## src/lfu_pkg.sv

```systemverilog
// Shared types and constants for the LFU key/value store.
package lfu_pkg;

  localparam int KEY_W = 32;
  localparam int VAL_W = 32;
  localparam int CAP_W = 5;

  localparam logic [1:0] REG_CAPACITY = 2'd0;

  typedef struct packed {
    logic             kind;
    logic [KEY_W-1:0] key;
    logic [VAL_W-1:0] value;
  } lfu_req_t;

  typedef struct packed {
    logic             hit;
    logic [VAL_W-1:0] read_value;
  } lfu_rsp_t;

  localparam logic KIND_GET = 1'b0;
  localparam logic KIND_PUT = 1'b1;

  typedef enum logic [2:0] {
    ST_IDLE,
    ST_SCAN,
    ST_EVICT,
    ST_ADJ,
    ST_WRITE,
    ST_RESP
  } lfu_state_t;

endpackage

```

## src/lfu_cache_store.sv

```systemverilog
// Top level of the LFU key/value store with LRU tie-break.
//
// Channel  Direction  Handshake           Payload
// req      in         req_valid/req_ready lfu_req_t (kind, key, value)
// rsp      out        rsp_valid/rsp_ready lfu_rsp_t (hit, read_value)
// cfg      in         APB psel/penable    capacity_in_use at address 0
//
// A get miss or a put at zero capacity answers straight after the key scan; any
// other request also passes the rank adjustment and the write, and each eviction
// adds an eviction step, a rank adjustment and a new scan. The time is set by the
// scan of the entry memory through its single read port, one entry a cycle,
// first to find the key and the victim, then to adjust the recency ranks.
// Reset clears the valid bits and the occupancy; no clearing pass is needed.
// A response waits in its output register while rsp_ready is low; the next
// request is taken only after the response has been taken and the FSM is idle.
module lfu_cache_store
  import lfu_pkg::*;
#(
  parameter int CAPACITY   = 16,
  parameter int COUNT_BITS = 16
) (
  input  logic        clk,
  input  logic        rst,
  input  logic        req_valid,
  output logic        req_ready,
  input  lfu_req_t    req,
  output logic        rsp_valid,
  input  logic        rsp_ready,
  output lfu_rsp_t    rsp,
  input  logic        psel,
  input  logic        penable,
  input  logic        pwrite,
  input  logic [2:0]  paddr,
  input  logic [31:0] pwdata,
  output logic [31:0] prdata,
  output logic        pready
);

  localparam int IDX_W = (CAPACITY > 1) ? $clog2(CAPACITY) : 1;
  localparam int CNT_W = $clog2(CAPACITY + 1);
  localparam int RANK_W = IDX_W;
  localparam int ENT_W = KEY_W + VAL_W + COUNT_BITS + RANK_W;
  localparam logic [COUNT_BITS-1:0] CNT_MAX = '1;

  typedef struct packed {
    logic [KEY_W-1:0]      key;
    logic [VAL_W-1:0]      value;
    logic [COUNT_BITS-1:0] count;
    logic [RANK_W-1:0]     rank;
  } entry_t;

  // Entry memory, one read and one write port.
  logic [ENT_W-1:0] mem [CAPACITY];
  logic             mem_we;
  logic [IDX_W-1:0] mem_waddr;
  logic [IDX_W-1:0] mem_raddr;
  entry_t           mem_wdata;
  entry_t           rd;

  always_ff @(posedge clk) begin
    if (mem_we) begin
      mem[mem_waddr] <= mem_wdata;
    end
    rd <= mem[mem_raddr];
  end

  logic [CAPACITY-1:0] valid;
  logic [CNT_W-1:0]    occ;
  logic [CAP_W-1:0]    cap_reg;

  lfu_state_t state, state_next;
  lfu_req_t   cur;
  logic [IDX_W:0]   ctr;
  logic [IDX_W-1:0] rd_idx;
  logic             rd_live;
  logic             found;
  logic [IDX_W-1:0] hit_idx;
  entry_t           hit_ent;
  logic             vic_ok;
  logic [IDX_W-1:0] vic_idx;
  entry_t           vic_ent;
  logic             evicting;
  logic [RANK_W-1:0] ref_rank;
  lfu_rsp_t         rsp_reg;
  logic             rsp_v;

  logic [CNT_W-1:0] cap_eff;
  assign cap_eff = (32'(cap_reg) > CAPACITY) ? CNT_W'(CAPACITY) : CNT_W'(cap_reg);

  logic last_scan;
  assign last_scan = (ctr == (IDX_W+1)'(CAPACITY));

  // The scan ends once the last entry read has been compared.
  logic scan_end;
  assign scan_end = last_scan && !rd_live;

  // Free slot: lowest entry without a valid bit.
  logic [IDX_W-1:0] free_idx;
  always_comb begin
    free_idx = '0;
    for (int i = CAPACITY - 1; i >= 0; i--) begin
      if (!valid[i]) begin
        free_idx = IDX_W'(i);
      end
    end
  end

  logic need_evict;
  assign need_evict = (occ >= cap_eff) && (occ != '0);

  always_comb begin
    state_next = state;
    unique case (state)
      ST_IDLE:  if (req_valid && req_ready) state_next = ST_SCAN;
      ST_SCAN: begin
        if (scan_end) begin
          if (found) begin
            state_next = (cur.kind == KIND_GET || cap_eff != '0) ? ST_ADJ : ST_RESP;
          end else if (cur.kind == KIND_PUT && cap_eff != '0) begin
            state_next = need_evict ? ST_EVICT : ST_ADJ;
          end else begin
            state_next = ST_RESP;
          end
        end
      end
      ST_EVICT: state_next = ST_ADJ;
      ST_ADJ:   if (last_scan) state_next = evicting ? ST_SCAN : ST_WRITE;
      ST_WRITE: state_next = ST_RESP;
      ST_RESP:  if (!rsp_v) state_next = ST_IDLE;
      default:  state_next = ST_IDLE;
    endcase
  end

  assign req_ready = (state == ST_IDLE) && !rsp_v;
  assign mem_raddr = ctr[IDX_W-1:0];

  // Rank adjust for the entry just read in ST_ADJ.
  entry_t adj_ent;
  always_comb begin
    adj_ent = rd;
    if (evicting) begin
      if (rd.rank > ref_rank) adj_ent.rank = rd.rank - 1'b1;
    end else if (found) begin
      if (rd.rank < ref_rank) adj_ent.rank = rd.rank + 1'b1;
    end else begin
      adj_ent.rank = rd.rank + 1'b1;
    end
  end

  always_comb begin
    mem_we    = 1'b0;
    mem_waddr = rd_idx;
    mem_wdata = adj_ent;
    if (state == ST_ADJ && rd_live && valid[rd_idx] &&
        !(evicting && rd_idx == vic_idx) && !(found && !evicting && rd_idx == hit_idx)) begin
      mem_we = 1'b1;
    end else if (state == ST_WRITE) begin
      mem_we = 1'b1;
      if (found) begin
        mem_waddr       = hit_idx;
        mem_wdata       = hit_ent;
        mem_wdata.rank  = '0;
        mem_wdata.count = (hit_ent.count == CNT_MAX) ? hit_ent.count : hit_ent.count + 1'b1;
        if (cur.kind == KIND_PUT) mem_wdata.value = cur.value;
      end else begin
        mem_waddr       = free_idx;
        mem_wdata.key   = cur.key;
        mem_wdata.value = cur.value;
        mem_wdata.count = COUNT_BITS'(1);
        mem_wdata.rank  = '0;
      end
    end
  end

  always_ff @(posedge clk) begin
    if (rst) begin
      state   <= ST_IDLE;
      valid   <= '0;
      occ     <= '0;
      cap_reg <= CAP_W'(16);
      rsp_v   <= 1'b0;
      rd_live <= 1'b0;
      ctr     <= '0;
    end else begin
      state   <= state_next;
      rd_live <= 1'b0;
      if (psel && penable && pwrite && paddr[2] == REG_CAPACITY[0]) begin
        cap_reg <= pwdata[CAP_W-1:0];
      end
      if (rsp_v && rsp_ready) rsp_v <= 1'b0;
      unique case (state)
        ST_IDLE: begin
          ctr <= '0;
          if (req_valid && req_ready) begin
            cur      <= req;
            found    <= 1'b0;
            vic_ok   <= 1'b0;
            evicting <= 1'b0;
          end
        end
        ST_SCAN: begin
          if (!last_scan) begin
            ctr     <= ctr + 1'b1;
            rd_live <= 1'b1;
            rd_idx  <= ctr[IDX_W-1:0];
          end
          if (rd_live && valid[rd_idx]) begin
            if (rd.key == cur.key) begin
              found   <= 1'b1;
              hit_idx <= rd_idx;
              hit_ent <= rd;
            end
            if (!vic_ok || rd.count < vic_ent.count ||
                (rd.count == vic_ent.count && rd.rank > vic_ent.rank)) begin
              vic_ok  <= 1'b1;
              vic_idx <= rd_idx;
              vic_ent <= rd;
            end
          end
          if (scan_end) begin
            ctr <= '0;
            if (found) begin
              ref_rank <= hit_ent.rank;
              rsp_reg.hit        <= 1'b1;
              rsp_reg.read_value <= (cur.kind == KIND_GET) ? hit_ent.value : '0;
            end else if (!evicting) begin
              rsp_reg.hit        <= 1'b0;
              rsp_reg.read_value <= '0;
            end
            evicting <= 1'b0;
            if (!found && cur.kind == KIND_PUT && cap_eff != '0 && need_evict) begin
              evicting <= 1'b1;
            end
          end
        end
        ST_EVICT: begin
          ref_rank       <= vic_ent.rank;
          valid[vic_idx] <= 1'b0;
          occ            <= occ - 1'b1;
        end
        ST_ADJ: begin
          if (!last_scan) begin
            ctr     <= ctr + 1'b1;
            rd_live <= 1'b1;
            rd_idx  <= ctr[IDX_W-1:0];
          end else begin
            ctr    <= '0;
            vic_ok <= 1'b0;
          end
        end
        ST_WRITE: begin
          if (!found) begin
            valid[free_idx] <= 1'b1;
            occ             <= occ + 1'b1;
          end
          rsp_v <= 1'b1;
        end
        ST_RESP: begin
          if (found && cur.kind == KIND_PUT && cap_eff == '0 && !rsp_v) begin
            rsp_v <= 1'b0;
          end
        end
        default: ;
      endcase
      if (state == ST_SCAN && scan_end && state_next == ST_RESP) rsp_v <= 1'b1;
    end
  end

  assign rsp_valid = rsp_v;
  assign rsp       = rsp_reg;
  assign pready    = 1'b1;
  assign prdata    = (paddr[2] == REG_CAPACITY[0]) ? 32'(cap_reg) : 32'd0;

`ifndef SYNTHESIS
  a_no_accept_busy: assert property (@(posedge clk) disable iff (rst)
    (req_valid && req_ready) |=> !rsp_valid)
    else $error("request accepted while a response was pending");
  a_occ_bound: assert property (@(posedge clk) disable iff (rst)
    occ <= CNT_W'(CAPACITY))
    else $error("occupancy above capacity");
  a_occ_matches: assert property (@(posedge clk) disable iff (rst)
    CNT_W'($countones(valid)) == occ)
    else $error("occupancy differs from valid bits");
`endif

endmodule

```

## config.mk

```make
export PLATFORM = sky130hd
export DESIGN_NAME = lfu_cache_store
export DESIGN_NICKNAME = d
export VERILOG_FILES = /design/src/lfu_pkg.sv /design/src/lfu_cache_store.sv
export SDC_FILE = /design/constraint.sdc
export NUM_CORES = 2
export LEC_CHECK = 0
export BUFFER_PORTS_ARGS = -buffer_cell sky130_fd_sc_hd__buf_2
export CAP_MARGIN = 20
export CORE_UTILIZATION = 56
export DETAILED_ROUTE_END_ITERATION = 10
export HOLD_SLACK_MARGIN = 0.03
export MAX_ROUTING_LAYER = met4
export PLACE_DENSITY = 0.77
export SETUP_SLACK_MARGIN = 0.02
export SKIP_LAST_GASP = 1
export SLEW_MARGIN = 40
export SYNTH_ARGS = -nofsm -noshare
export SYNTH_HDL_FRONTEND = slang
export SYNTH_SLANG_ARGS = --single-unit
```

## constraint.sdc

```tcl
create_clock -name clk -period 7.69 [get_ports clk]
set_clock_uncertainty 0.15 [all_clocks]
set_input_delay 1.1535 -clock clk [delete_from_list [all_inputs] [get_ports clk]]
set_output_delay 1.1535 -clock clk [all_outputs]
set_load 0.05 [all_outputs]
```

### Word level (Yosys, flattened, before mapping)

Memories as Yosys holds them, arrays and structs flattened. A register that Yosys moved wholly into a read port is not among the register bits.
Cells that the tools add are included.

* add/subtract/negate cells: 6
* order comparisons: 11
* equal/unequal tests: 22
* multiplexer cells: 80
* bitwise gates (word level): 8
* reductions and logical operators: 59

Operators by type and width (count)
* $mux W84: 3
* $mux W4: 25
* $mux W32: 3
* $mux W33: 1
* $eq A32 B32 Y1: 1
* $mux W16: 2
* $pmux W16 S2: 1
* $mux W5: 6
* $logic_and A1 B1 Y1: 28
* $mux W3: 8
* $mux W1: 20
* $reduce_and A4 Y1: 5
* $pmux W3 S6: 1
* $add A16 B1 Y16 const B: 1
* $and A16 B16 Y16: 1
* $eq A16 B16 Y1: 1
* $eq A16 B16 Y1 const B: 1
* $lt A16 B16 Y1: 1
* $ne A2 B2 Y1 const B: 8
* $not A16 Y16: 1
* $or A16 B16 Y16: 1
* $lt A4 B5 Y1 const B: 3
* $pmux W5 S3: 1
* $add A5 B1 Y5 const B: 2
* 34 further kinds: 61

* register bits after elaboration: 257
* memory bits (writable): 1344
* input bits: 107
* output and inout port bits: 68
* logic and storage cells: 212
* memories kept: 1

Memory list
* mem: words 16, bits a word 84, read ports 1, clocked after Yosys merged registers in 1, write ports 1, RTL line lfu_cache_store.sv:53 `logic [ENT_W-1:0] mem [CAPACITY];`

### Longest topological paths before layout

* word-level depth: 23
* depth in mapped cells: 13
* depth with buffers taken out: 10

### Worst setup path after synthesis

No wires, ideal clock.

* path type: reg-to-reg
* from: register rd_idx[0]
* to: memory mem[10][0] in the netlist's numbering, enable pin
* setup time: 629 ps
* data arrival time: 7334 ps
* required time: 6911 ps
* setup slack: -423 ps
* cell stages (with the launch flop): 8
* path buffers: 1
* period minus slack after synthesis: 8113 ps
* path through: edfxtp_1 > buf_6 > mux4_2 > mux4_2 > o211ai_2 > o31ai_1 > nand2_1 > nor3_1

* longest elaborated chain between the ends: 8
* elaborated cells between the ends (all ways): 16
* classes of those cells: 2 x eq/ne; 7 x mux; 7 x reduce/logical

Ends and longest elaborated chain
* from (decl): RTL line lfu_cache_store.sv:74 `logic [IDX_W-1:0] rd_idx;`
* from (signal assigned): RTL line lfu_cache_store.sv:205 `rd_idx <= ctr[IDX_W-1:0];`
* from (signal assigned): RTL line lfu_cache_store.sv:245 `rd_idx <= ctr[IDX_W-1:0];`
* $bmux W1 S4 / $eq A4 B4 Y1 (equally long branches): RTL line lfu_cache_store.sv:154, lfu_cache_store.sv:155
* $mux W1 (implied by the code) / $logic_and A1 B1 Y1 (equally long branches): RTL line lfu_cache_store.sv:154, lfu_cache_store.sv:155
* $logic_and A1 B1 Y1 / $logic_not A1 Y1 (equally long branches): RTL line lfu_cache_store.sv:154, lfu_cache_store.sv:155
* $logic_and A1 B1 Y1: RTL line lfu_cache_store.sv:154 `if (state == ST_ADJ && rd_live && valid[rd_idx] &&`
* $logic_and A1 B1 Y1: RTL line lfu_cache_store.sv:155 `!(evicting && rd_idx == vic_idx) && !(found && !evicting && rd_idx == hit_idx)) begin`
* $mux W1: RTL line lfu_cache_store.sv:154
* $mux W1: RTL line lfu_cache_store.sv:61 `if (mem_we) begin`
* $mux W1 (implied by the code): RTL line lfu_cache_store.sv:62 `mem[mem_waddr] <= mem_wdata;`
* to (decl): RTL line lfu_cache_store.sv:53

Several ways; a longest one is shown, not always the timed one. The select of a mux whose other input is x is not followed.

### Worst setup path in the final report

* from: register found
* to: memory mem[10][63] in the netlist's numbering, enable pin

* longest elaborated chain between the ends: 7
* elaborated cells between the ends (all ways): 10
* classes of those cells: 6 x mux; 4 x reduce/logical

Ends and longest elaborated chain
* from (decl): RTL line lfu_cache_store.sv:76 `logic found;`
* from (signal assigned): RTL line lfu_cache_store.sv:196 `found <= 1'b0;`
* from (signal assigned): RTL line lfu_cache_store.sv:209 `found <= 1'b1;`
* $logic_and A1 B1 Y1 (2 in series): RTL line lfu_cache_store.sv:155
* $logic_not A1 Y1: RTL line lfu_cache_store.sv:155
* $logic_and A1 B1 Y1: RTL line lfu_cache_store.sv:155
* $mux W1: RTL line lfu_cache_store.sv:154
* $mux W1: RTL line lfu_cache_store.sv:61
* $mux W1 (implied by the code): RTL line lfu_cache_store.sv:62

Several ways; a longest one is shown, not always the timed one.

==> key figures <==
Run status
  • Outcome: completed

Global route
  • Initial antenna violation count: 0
  • Via count of the first global-routing pass: 32.7k
  • Total congestion overflow: 0
  • Largest net degree at the start of global routing: 99
  • Gr usage total: 25.9%
  • First-pass GRT wire length: around 210000 um

Critical path
  • Max incr delay on CP: approximately 0.76 ns
  • Critical path endpoint category: flop
  • Crit path max-delay cell type: buf_4
  • Reg2reg path depth: 7
  • Crit path cell chain: buf_6 -> inv_1 -> mux2i_1 -> a21oi_1 -> nand2_1 -> nor3_4 -> buf_4
  • Startpoint types: flop
  • FF-to-FF End: mem[10][63]
  • Critical Path RT: between 7 and 8 ns
  • Worst-path fanout max: 46
  • Critical path class: reg2reg
  • Critical R2R Launch: found
  • CP arrival: about 4.5 ns
  • R2r setup slk: about 3.4 ns

Min path
  • Worst Hold Endpoint: hit_ent[29]
  • Hold path cells: 0
  • Hold Path Class: reg2reg
  • Worst Hold Launch: adj_ent[29]

Floorplanning
  • Chip Width: 342 um
  • Die extent in y: between 300 and 400 um
  • I/O pin count: about 180
  • FP Rows: between 100 and 150
  • Total core area: ~110000 um2
  • Initial core utilization: between 50% and 60%
  • Die footprint: 117000 um2

STA
  • RSZ-0062 raised after global routing: no
  • Worst Max-Slew Pin Slew: 0.881 ns
  • Worst rel slew slack: 41.3%
  • Fin. max-slew vios: 0
  • Fmax: 236 MHz
  • Setup TNS: 0 ns
  • Hold_ws: ~0.28 ns
  • Tmin final: roughly 4.2 ns
  • Final hold viol count: 0
  • Setup violations, final: 0
  • Tcrit/Tclk final: 55.1%

Routing
  • Drt drc: 0
  • DRT iter0 DRCs: 4271
  • Via count: 31.8k
  • Routed wire length: about 140000 um
  • Vias/cell: between 6 and 7
  • Detailed Routing Iterations Pass 1: 8
  • WL/cell: 29.3 um
  • Post-route ant nets: 0

Synthesis
  • Cell taking the most area after synthesis: edfxtp_1
  • Largest cells by area after synthesis: edfxtp_1 73%, mux4_2 15%, dfxtp_1 3.7%, o21ai_0 0.81%, nand2_1 0.77%
  • Post-synth EDFFs: between 1.5k and 2k
  • Dominant synthesized flop cell: edfxtp_1
  • Yosys warnings: 0
  • Post-Syn Area: between 60000 and 70000 um2
  • Asr flop ratio synth: 0%
  • Mean post-synth cell area: 21.1 um2
  • Yosys reg bits: approximately 1.7k
  • Sequential area share after synthesis: around 77%
  • Yosys top cell area share: roughly 73%
  • Post-synth cell types: 69
  • Post-Syn Instances: around 3.1k

Final layout
  • Largest register FFs: 1344
  • Area growth from synthesis to layout: 12.9%
  • # diodes: 0
  • Proportion of layout cells with a drive suffix above 1: 28.0%
  • Most flop-heavy register: mem
  • Fin cells: between 4k and 5k
  • Final nets: roughly 3.4k

Pwr
  • Max IR drop VDD: 0.000189 V
  • Total Power: around 19 mW
  • Power Density: between 200 and 300 nW/um2
  • Leakage power: about 23 nW

Clock network
  • Post-cts resize count: 0
  • Skew-Pair Late Insertion Delay: about 0.77 ns
  • Num CTS Buffers: 158
  • Hold_buf cts: 0
  • CTS max path bufs: 3
  • Root buf cell: clkbuf_16
  • Postcts setup bufs: 0
  • CTS Sinks: ~1.7k
  • CTS clk-pin slew, worst paths: roughly 0.06 ns
  • Clock H-tree levels: 4
  • CTS tree: done

Placement
  • Dpl hpwl: approximately 70000 um
  • Post-Place Cells: 4616
  • GP Congestion: roughly 0.85
  • Port Buf Inserts: 117

Flow run
  • Max cap viols: 0
[worst max-delay path by stage]
stage               slack [ns]  depth (start not counted)          end  startpoint
CTS                       3.47                          7  mem[10][75]       found
global route              3.25                          7  mem[10][75]       found
detailed placement        3.49                          7   mem[6][73]       found
floorplan                 1.58                          4   hit_ent[0]         rst
global placement          3.23                          7   mem[8][76]       found
finish                    3.45                          7  mem[10][63]       found
[cells in the final DEF (no fill, tap or decap), types with 35 or more instances in the layout]
cell,n
a21oi_1,69
and2_1,37
buf_2,117
buf_4,40
clkbuf_1,35
clkbuf_16,162
dfxtp_1,116
edfxtp_1,1565
ha_1,37
inv_1,40
mux2i_1,38
mux4_2,425
nand2_1,133
nor2_1,40
o21ai_0,45
o21ai_2,60
xnor2_1,52
[metal layers]
metal	track usage (%)	routed length, um	up-vias
met3	3.80	12100	311
met2	43.4	75500	1804
met4	7.57	3660	0
met1	33.2	52600	16707
li1	-	-	13018
met5	-	0	-
[final cells by class]
| type | instances | area [um2] |
|---|---|---|
| Sequential cell | 1685 | 49400 |
| Fill cell | 7094 | 41500 |
| Multi-Input combinational cell | 1188 | 14700 |
| Clock buffer | 210 | 4350 |
| Tap cell | 1512 | 1890 |
| Timing Repair Buffer | 194 | 1580 |
| Clock inverter | 84 | 807 |
| Inverter | 42 | 163 |
[cell families (layout without fill, tap and decap cells)]
logic type	count (synthesis)	count (layout)	share of synthesized area, %
buf+inv	214	530	1.55
compound gates	245	245	2.24
mux	469	469	15.5
simple gates	351	351	2.63
fa+ha+maj	38	38	0.748
flops	1685	1685	76.5
other cells	2	28	0.0116
xor+xnor	57	57	0.773
[through the flow]
stage               utilization, %  setup WS (ns)  instance area [um2]
floorplan                        -           1.58                64700
global placement              58.7           3.23                67100
CTS                           63.4           3.47                72500
finish                        63.7           3.45                72900
global route                  63.7           3.25                72900
detailed placement            58.9           3.49                67400
[critical path, delay by kind of cell (launching register included)]
family | cells | cell delay (ns)
compound gates | 1 | 0.25
simple gates | 2 | 0.95
flops | 1 | 0.34
buf+inv | 3 | 1.86
mux | 1 | 0.26
[synth_stat cells (5+ instances only)]
cell type and number:
a211oi_1 7, a21o_1 9, a21oi_1 70, a31oi_1 7
and2_1 37, and3_1 6, buf_1 9, buf_2 44
buf_4 34, clkbuf_1 83, dfxtp_1 120, edfxtp_1 1565
ha_1 37, inv_1 41, mux2i_1 40, mux4_2 425
nand2_1 133, nand2b_1 9, nand3_1 28, nand4_1 26
nor2_1 55, nor2b_1 17, nor3_1 15, nor4_1 7
o21ai_0 105, xnor2_1 52, xor2_1 5
[power breakdown]
part           internal, mW  total, mW  switching (mW)
registers              10.2       10.3          0.0859
clock network          4.41       7.74            3.33
logic                 0.485       1.10           0.620
Note: power is estimated with default switching activity, not from simulation.
